### src/design/video_id_base58_codec_macros.svh
// assertion macros shared by the video id codec rtl
`ifndef VIDEO_ID_BASE58_CODEC_MACROS_SVH
`define VIDEO_ID_BASE58_CODEC_MACROS_SVH

// checked at every clock edge outside reset
`define VIDB58_ASSERT(label, prop, msg) \
	label: assert property (@(posedge clk) disable iff (!arst_n) prop) else $error(msg);

// checked at every clock edge, reset included
`define VIDB58_ASSERT_ALWAYS(label, prop, msg) \
	label: assert property (@(posedge clk) prop) else $error(msg);

`endif

### src/design/vidb58_pkg.sv
// types, constants and alphabet functions for the base-58 video id codec
`default_nettype none

package vidb58_pkg;

	localparam int unsigned RADIX = 58;
	localparam int unsigned NUM_SLOTS = 6;

	// 58^2 and 58^3
	localparam int unsigned RADIX_SQ = 3364;
	localparam int unsigned RADIX_CUBE = 195112;

	localparam logic [34:0] XOR_KEY = 35'h00A93B324;
	localparam logic [34:0] ADD_OFFSET = 35'd8728348608;

	// floor(2^32 / 24389), 24389 = 58^3 / 8, quotient estimate is low by at most one
	localparam logic [17:0] RECIP_CUBE = 18'd176102;
	// ceil(2^24 / 58) and ceil(2^30 / 3364), exact for values below 58^3
	localparam logic [18:0] RECIP_RADIX = 19'd289263;
	localparam int unsigned RECIP_RADIX_SHIFT = 24;
	localparam logic [18:0] RECIP_RADIX_SQ = 19'd319187;
	localparam int unsigned RECIP_RADIX_SQ_SHIFT = 30;

	localparam logic [RADIX*8-1:0] ALPHABET =
		"fZodR9XQDSUm21yCkr6zBqiveYah8bt4xsWpHnJE7jL5VG3guMTKNPAwcF";

	typedef enum logic {
		OP_ENCODE = 1'b0,
		OP_DECODE = 1'b1
	} op_t;

	typedef struct packed {
		logic        operation;
		logic [33:0] id_number;
		logic [7:0]  char_slot0;
		logic [7:0]  char_slot1;
		logic [7:0]  char_slot2;
		logic [7:0]  char_slot3;
		logic [7:0]  char_slot4;
		logic [7:0]  char_slot5;
	} codec_req_t;

	typedef struct packed {
		logic [34:0] out_number;
		logic [7:0]  out_slot0;
		logic [7:0]  out_slot1;
		logic [7:0]  out_slot2;
		logic [7:0]  out_slot3;
		logic [7:0]  out_slot4;
		logic [7:0]  out_slot5;
		logic        error_flag;
	} codec_rsp_t;

	typedef struct packed {
		logic       ok;
		logic [5:0] value;
	} digit_t;

	// first letter of the string sits in the top byte
	function automatic logic [7:0] letter_of(input logic [5:0] d);
		logic [7:0] c;
		c = '0;
		if (int'(d) < RADIX)
			c = ALPHABET[(RADIX - 1 - int'(d)) * 8 +: 8];
		return c;
	endfunction

	function automatic digit_t digit_of(input logic [7:0] code);
		digit_t r;
		r = '0;
		for (int k = 0; k < RADIX; k++) begin
			if (ALPHABET[(RADIX - 1 - k) * 8 +: 8] == code) begin
				r.ok = 1'b1;
				r.value = 6'(k);
			end
		end
		return r;
	endfunction

endpackage

`default_nettype wire

### src/design/video_id_base58_codec.sv
// two-way converter between a numeric video id and its six base-58 characters
`default_nettype none
`include "video_id_base58_codec_macros.svh"

// Takes one item in every clock cycle (busy stays low) and returns its result once
// the item has passed the six register stages of the pipeline: done is high for one
// cycle with the result on the result port, and the receiver cannot hold it off. The
// stages are the input register, then the reciprocal multiplies that split the value
// into two base-58^3 halves and then into digits, then the result register. Encode
// gives the six characters with number and error at zero; decode gives the number with
// the characters at zero, or error with a zero number when a character is outside the
// alphabet or the sum is below offset.
module video_id_base58_codec (
	input  wire logic                    clk,
	input  wire logic                    arst_n,
	input  wire logic                    start,
	output logic                         busy,
	input  wire vidb58_pkg::codec_req_t  request,
	output logic                         done,
	output vidb58_pkg::codec_rsp_t       result
);
	import vidb58_pkg::*;

	logic v_s1, v_s2, v_s3, v_s4, v_s5, v_s6;
	logic accept;

	codec_req_t req_s1;

	logic        op_s2, op_s3, op_s4, op_s5;
	logic [34:0] x_s2, x_s3;
	digit_t      dig_s2 [NUM_SLOTS];

	logic [17:0] qe_s3;
	logic [17:0] lo_d_s3, hi_d_s3;
	logic        bad_s3, bad_s4;

	logic [17:0] half_s4 [2];
	logic [35:0] sum_s4;

	logic [17:0] half_s5 [2];
	logic [11:0] q1_s5 [2];
	logic [5:0]  q2_s5 [2];
	logic [34:0] num_s5;
	logic        bad_s5;

	codec_rsp_t rsp_s6;

	// stage combinational signals
	logic [7:0]  chars [NUM_SLOTS];
	logic [49:0] qe_prod;
	logic [35:0] rem_full;
	logic [35:0] qe_times;
	logic [36:0] q1_prod [2];
	logic [36:0] q2_prod [2];
	logic [35:0] diff;
	logic [17:0] d0_full [2];
	logic [17:0] d1_full [2];
	logic [5:0]  digit [NUM_SLOTS];
	codec_rsp_t  rsp_next;

	assign busy = 1'b0;
	assign accept = start && !busy;

	always_ff @(posedge clk or negedge arst_n) begin
		if (!arst_n) begin
			v_s1 <= 1'b0;
			v_s2 <= 1'b0;
			v_s3 <= 1'b0;
			v_s4 <= 1'b0;
			v_s5 <= 1'b0;
			v_s6 <= 1'b0;
		end else begin
			v_s1 <= accept;
			v_s2 <= v_s1;
			v_s3 <= v_s2;
			v_s4 <= v_s3;
			v_s5 <= v_s4;
			v_s6 <= v_s5;
		end
	end

	assign chars[0] = req_s1.char_slot0;
	assign chars[1] = req_s1.char_slot1;
	assign chars[2] = req_s1.char_slot2;
	assign chars[3] = req_s1.char_slot3;
	assign chars[4] = req_s1.char_slot4;
	assign chars[5] = req_s1.char_slot5;

	always_comb begin
		qe_prod = 50'(x_s2[34:3]) * 50'(RECIP_CUBE);
		qe_times = 36'(qe_s3) * 36'(RADIX_CUBE);
		rem_full = {1'b0, x_s3} - qe_times;
		diff = sum_s4 - 36'(ADD_OFFSET);
		for (int h = 0; h < 2; h++) begin
			q1_prod[h] = 37'(half_s4[h]) * 37'(RECIP_RADIX);
			q2_prod[h] = 37'(half_s4[h]) * 37'(RECIP_RADIX_SQ);
			d0_full[h] = half_s5[h] - 18'(q1_s5[h]) * 18'(RADIX);
			d1_full[h] = 18'(q1_s5[h]) - 18'(q2_s5[h]) * 18'(RADIX);
			digit[3 * h] = d0_full[h][5:0];
			digit[3 * h + 1] = d1_full[h][5:0];
			digit[3 * h + 2] = q2_s5[h];
		end
	end

	always_comb begin
		rsp_next = '0;
		if (op_s5 == OP_ENCODE) begin
			rsp_next.out_slot0 = letter_of(digit[0]);
			rsp_next.out_slot1 = letter_of(digit[1]);
			rsp_next.out_slot2 = letter_of(digit[2]);
			rsp_next.out_slot3 = letter_of(digit[3]);
			rsp_next.out_slot4 = letter_of(digit[4]);
			rsp_next.out_slot5 = letter_of(digit[5]);
		end else begin
			rsp_next.out_number = num_s5;
			rsp_next.error_flag = bad_s5;
		end
	end

	always_ff @(posedge clk) begin
		if (accept)
			req_s1 <= request;

		// s2: offset the id, look the characters up
		op_s2 <= req_s1.operation;
		x_s2 <= (35'(req_s1.id_number) ^ XOR_KEY) + ADD_OFFSET;
		for (int k = 0; k < NUM_SLOTS; k++)
			dig_s2[k] <= digit_of(chars[k]);

		// s3: estimate of x / 58^3, digits folded into two halves
		op_s3 <= op_s2;
		x_s3 <= x_s2;
		qe_s3 <= qe_prod[49:32];
		lo_d_s3 <= 18'(dig_s2[0].value) + 18'(dig_s2[1].value) * 18'(RADIX)
			+ 18'(dig_s2[2].value) * 18'(RADIX_SQ);
		hi_d_s3 <= 18'(dig_s2[3].value) + 18'(dig_s2[4].value) * 18'(RADIX)
			+ 18'(dig_s2[5].value) * 18'(RADIX_SQ);
		bad_s3 <= !(dig_s2[0].ok && dig_s2[1].ok && dig_s2[2].ok
			&& dig_s2[3].ok && dig_s2[4].ok && dig_s2[5].ok);

		// s4: correct the quotient estimate, recombine the decode sum
		op_s4 <= op_s3;
		bad_s4 <= bad_s3;
		if (rem_full >= 36'(RADIX_CUBE)) begin
			half_s4[0] <= 18'(rem_full - 36'(RADIX_CUBE));
			half_s4[1] <= qe_s3 + 18'd1;
		end else begin
			half_s4[0] <= rem_full[17:0];
			half_s4[1] <= qe_s3;
		end
		sum_s4 <= 36'(hi_d_s3) * 36'(RADIX_CUBE) + 36'(lo_d_s3);

		// s5: divide each half by 58 and 58^2, remove the offset
		op_s5 <= op_s4;
		for (int h = 0; h < 2; h++) begin
			half_s5[h] <= half_s4[h];
			q1_s5[h] <= q1_prod[h][RECIP_RADIX_SHIFT +: 12];
			q2_s5[h] <= q2_prod[h][RECIP_RADIX_SQ_SHIFT +: 6];
		end
		bad_s5 <= bad_s4 || (sum_s4 < 36'(ADD_OFFSET));
		if (bad_s4 || (sum_s4 < 36'(ADD_OFFSET)))
			num_s5 <= '0;
		else
			num_s5 <= diff[34:0] ^ XOR_KEY;

		// s6: result register
		rsp_s6 <= rsp_next;
	end

	assign done = v_s6;
	assign result = rsp_s6;

	`VIDB58_ASSERT(a_latency, accept |-> ##6 done, "item taken but no result six cycles later")
	`VIDB58_ASSERT(a_no_phantom, done |-> $past(accept, 6), "result without an item taken")
	`VIDB58_ASSERT(a_error_zero, done && result.error_flag |-> result.out_number == '0,
		"error result carries a nonzero number")
	`VIDB58_ASSERT(a_modes_apart, done && result.out_slot0 != '0 |->
		!result.error_flag && result.out_number == '0, "encode result mixed with decode fields")
	`VIDB58_ASSERT_ALWAYS(a_reset_quiet, !arst_n |=> !done, "result strobe during reset")

endmodule

`default_nettype wire

### config.mk
export PLATFORM = sky130hd
export DESIGN_NAME = video_id_base58_codec
export DESIGN_NICKNAME = d
export VERILOG_FILES = /design/src/design/vidb58_pkg.sv /design/src/design/video_id_base58_codec.sv
export VERILOG_INCLUDE_DIRS = /design/src /design/src/design
export SDC_FILE = /design/constraint.sdc
export NUM_CORES = 2
export LEC_CHECK = 0
export CAP_MARGIN = 20
export CORE_MARGIN = 2
export CORE_UTILIZATION = 40
export CTS_CLUSTER_SIZE = 12
export DETAILED_ROUTE_END_ITERATION = 6
export DONT_BUFFER_PORTS = 1
export GPL_ROUTABILITY_DRIVEN = 0
export MAX_ROUTING_LAYER = met4
export SYNTH_ARGS = -nofsm -noshare
export SYNTH_HDL_FRONTEND = slang
export SYNTH_SLANG_ARGS = --single-unit
### constraint.sdc
create_clock -name clk -period 11.8 [get_ports clk]
set_input_delay 1.77 -clock clk [delete_from_list [all_inputs] [get_ports clk]]
set_output_delay 1.77 -clock clk [all_outputs]
set_load 0.02 [all_outputs]
After elaboration in Yosys (flattened, before gate mapping)
Memories as Yosys holds them, arrays and structs flattened.
Cells that the tools add are included.
W data, S select, Z words.
- register bits after elaboration: 375
- bits in writable memories: 150
- input bits: 86
- logic and storage cells: 814
- memories: 5
- memory list (memory ; depth ; width ; rd ports ; clocked after memory_dff ; write ports ; line ; source):
    dig_s2 ; 6 ; 7 ; 6 ; 0 ; 6 ; video_id_base58_codec.sv:31 ; digit_t dig_s2 [NUM_SLOTS];
    half_s4 ; 2 ; 18 ; 2 ; 0 ; 2 ; video_id_base58_codec.sv:37 ; logic [17:0] half_s4 [2];
    half_s5 ; 2 ; 18 ; 2 ; 0 ; 2 ; video_id_base58_codec.sv:40 ; logic [17:0] half_s5 [2];
    q1_s5 ; 2 ; 12 ; 2 ; 0 ; 2 ; video_id_base58_codec.sv:41 ; logic [11:0] q1_s5 [2];
    q2_s5 ; 2 ; 6 ; 2 ; 0 ; 2 ; video_id_base58_codec.sv:42 ; logic [5:0] q2_s5 [2];
- add/sub/neg operators: 20
- $mul: 15
- $lt $le $gt $ge: 8
- eq/ne operators: 348
- shifts and indexed selects: 6
- muxes and demuxes: 353
- bitwise logic cells: 10
- reduce and logical (&&, ||, !) cells: 13
- operators by type and width (operator ; count):
    $shiftx A464 B33 Y8 const A ; 6
    $mux W7 ; 348
    $eq A7 B8 Y1 const A ; 294
    $eq A6 B8 Y1 const A ; 54
    $mul A18 B19 Y36 const B ; 4
    $mul A18 B15 Y33 const B ; 2
    $mul A32 B17 Y49 const B ; 1
    $sub A6 B6 Y7 const A ; 6
    $add A13 B18 Y18 ; 2
    $add A36 B18 Y36 ; 1
    $ge A36 B18 Y1 const B ; 1
    $lt A36 B34 Y1 const B ; 1
    $lt A6 B6 Y1 const B ; 6
    $mux W18 ; 2
    $sub A35 B36 Y36 ; 1
    $add A34 B34 Y35 const B ; 1
    $sub A35 B34 Y35 const B ; 1
    $mul A6 B10 Y16 const B ; 2
    $add A6 B12 Y13 ; 2
    $not A13 Y13 ; 2
    $mul A12 B5 Y5 const B ; 2
    $sub A6 B6 Y6 ; 4
    $mul A6 B5 Y11 const B ; 2
    $add A18 B1 Y18 const B ; 1
    other kinds (9) ; 27

Depth between registers and ports, before layout
- depth in word-level cells: 59
- depth in mapped cells: 39

Worst setup path before layout
Ideal clock, no wire load.
- path type: flip-flop to flip-flop
- from: register qe_s3[4]
- to: memory half_s4[0][12]
- library setup time: 78 ps
- arrival: 8407 ps
- required time: 11722 ps
- path slack: 3315 ps
- cell stages (with the launch flop): 30
- clock period less this slack: 8485 ps
- cell sequence: dfxtp_1 inv_1 fa_1 fa_1 inv_1 fa_1 fa_1 fa_1 fa_1 ha_1 o21a_1 o2111ai_1 a2111oi_0 or3_1 a21o_1 a21oi_1 xor2_1 ha_1 a21o_1 a21o_1 a21oi_1 or3b_2 o2111ai_1 and2_1 mux2_2 or4_1 nor3_1 buf_2 mux2_2 nor3_1
- RTL lines (item ; line ; source):
    start, declared ; video_id_base58_codec.sv:33 ; logic [17:0] qe_s3;
    start signal, assigned ; video_id_base58_codec.sv:133 ; qe_s3 <= qe_prod[49:32];
    end, declared ; video_id_base58_codec.sv:37 ;

==> flow_summary.toml <==
[routing]
antenna_left = 0
viasPerCell = 5.25
vias = 51700
wl_um = 168000
firstDrtPassIters = 7
routedWlPerCell_um = 17.0
drc = 0
drt-initial-drc-count = 3693

[critical_path]
path_class = "flip-flop to flip-flop"
cp.arrival_ns = 10.28
critPathSlowestCell = "or4_1"
crit_fanout = 23
reg2reg_slack_ns = 2.13
cp_slowest_stage_delay_ns = 0.85
cp.buffers_inverters = 7
crit_path_frequent_cell = "inv_1"
crit_required_ns = 12.41
cp-end-kind = "flip-flop"
crit_family = "adder cells"
startpoint_type = "flip-flop"

[synth]
syn_area_um2 = 69800
async_flop_share_pct = 1.24
synth.area.mux_share_pct = 0.359
synth_compound_area_share_pct = 12.2
synth_seq_cells = 483
syn_inst = 7564
yosys.area_share.adder_pct = 47.6
synth_edf_count = 83
syn_avg_cell_area_um2 = 9.23
ys.flop_type = "dfxtp_1"
synth.distinct_cells = 96
synth_top_family_by_area = "adder cells"
synthSimpleGateAreaFrac_pct = 10.8
synthXorXnorAreaFrac_pct = 4.65
yosys_warnings = 0
ys_seq_area_share_pct = 15.1

[clocking]
cts_buffer_depth = 3
post_cts_resized = 0
clkSinkCount = 483
path_clk_slew_ns = 0.07
post-cts-setup-buffers = 0
hold_buffers = 0
cts-buffers-inserted = 68
h-tree-depth = 3
cts_tree = "built"
clk_latency_ns = 0.70
root_buffer = "clkbuf_16"

[sta]
hold_ws_ns = 0.310
finalSetupViolCount = 0
hold_viol = 0
slew_headroom_pct = 25.9
report.final.slew_viol_count = 0
rsz0062_at_grt = "false"
period_minus_slack_ns = 9.67
worst_pin_slew_ns = 1.11
period_share_pct = 81.9
timing.fmax_mhz = 103
finClkSkew_ns = 0.0405
fin_tns_setup_ns = 0

[die]
die_h_um = 422
design.die.area_um2 = 178000
ios = 172
core_area_um2 = 174000
die_x_um = 422
start_util_pct = 40.2
num_rows = 153

[layout]
final_common_cell = "inv_1"
syn2layout_area_growth_pct = 6.88
nNetsFinal = 9614
final_cell_mix = "inv_1 (1499), ha_1 (1099), fa_1 (970)"
drive_gt1_share_pct = 2.82
fin_util_pct = 43.0

[min_path]
min_path_type = "flip-flop to flip-flop"

[outcome]
status = "complete, no violations"

[global_routing]
grt-ovfl-total = 0
grt_first_pass_wirelength_um = 278000
grt_usage_pct = 19.6
grt_pass1_vias = 52500
antenna_found_initial = 4
grt_max_degree = 85

[place]
placement.io_buffers = 0
dp_hpwl_um = 138000

[flow_run]
max_cap_viol_count = 0
[synthesized netlist by cell type, drive strengths merged, types with 120 or more instances]
library cell	number	area share [%]
fa	970	28
xnor2	243	3.0
nand3	144	1.0
clkbuf	199	1.1
inv	1499	8.1
a21oi	364	2.6
nor2	440	2.4
o21ai	330	2.4
nor3	143	1.0
xor2	120	1.5
ha	1099	20
nand2	367	2.0
dfxtp	394	11
[cells by family (layout without fill, tap and decap cells)]
family / count (synthesis) / after routing
compound gates: 1336 / 1336
xor+xnor: 366 / 366
fa+ha+maj: 2071 / 2071
buf+inv: 1726 / 1667
flops: 483 / 483
mux: 24 / 24
other cells: 1 / 9
simple gates: 1557 / 1557
[per-stage QoR]
step,area [um2],worst slack (ns),std cells
after floorplan,69800,3.31,7570
after global placement,72100,2.32,9705
after detailed placement,72100,2.20,9706
after CTS,74500,2.15,9828
after global routing,74600,1.56,9837
final,74600,2.13,9838
[final timing paths]
| kind | start | endpoint | cells after the start |
|---|---|---|---|
| setup / recovery | qe_s3[0] | half_s4[0][13] | 33 |
| hold / removal | v_s2 | v_s3 | 0 |
| setup reg to reg | qe_s3[0] | half_s4[0][13] | 33 |
| hold reg to reg | v_s2 | v_s3 | 0 |
| max in group asynchronous | arst_n | v_s2 | 0 |
| min in group asynchronous | arst_n | v_s1 | 0 |
[cell type report]
type / instances / area [um2]
Sequential cell: 483 / 10500
Clock inverter: 41 / 581
Antenna cell: 2 / 5.00
Multi-Input combinational cell: 5361 / 52800
Fill cell: 16800 / 99000
Clock buffer: 81 / 1810
Inverter: 1503 / 5640
Tap cell: 2325 / 2910
Timing Repair Buffer: 42 / 343
[sequential cells by signal (all words and copies together), names as in the netlist, 35 cells and up]
| name | count |
|---|---|
| num_s5 | 35 |
| result | 78 |
| chars | 48 |
| dig_s2 | 42 |
| sum_s4 | 36 |
| x_s2 | 35 |
| x_s3 | 35 |
| half_s4 | 36 |
| req_s1 | 35 |
[per-layer routing]
| metal | vias to the layer above | track usage [%] | share of wire, % |
|---|---|---|---|
| li1 | 24800 | - | - |
| met1 | 25000 | 26.3 | 46 |
| met2 | 1596 | 31.5 | 47 |
| met3 | 260 | 2.69 | 5.4 |
| met4 | 0 | 4.31 | 2.3 |
| met5 | - | - | 0 |
Power is left out: the tool's default activity adds up to more than one toggle a clock period on the data nets, which glitch-free logic cannot reach.
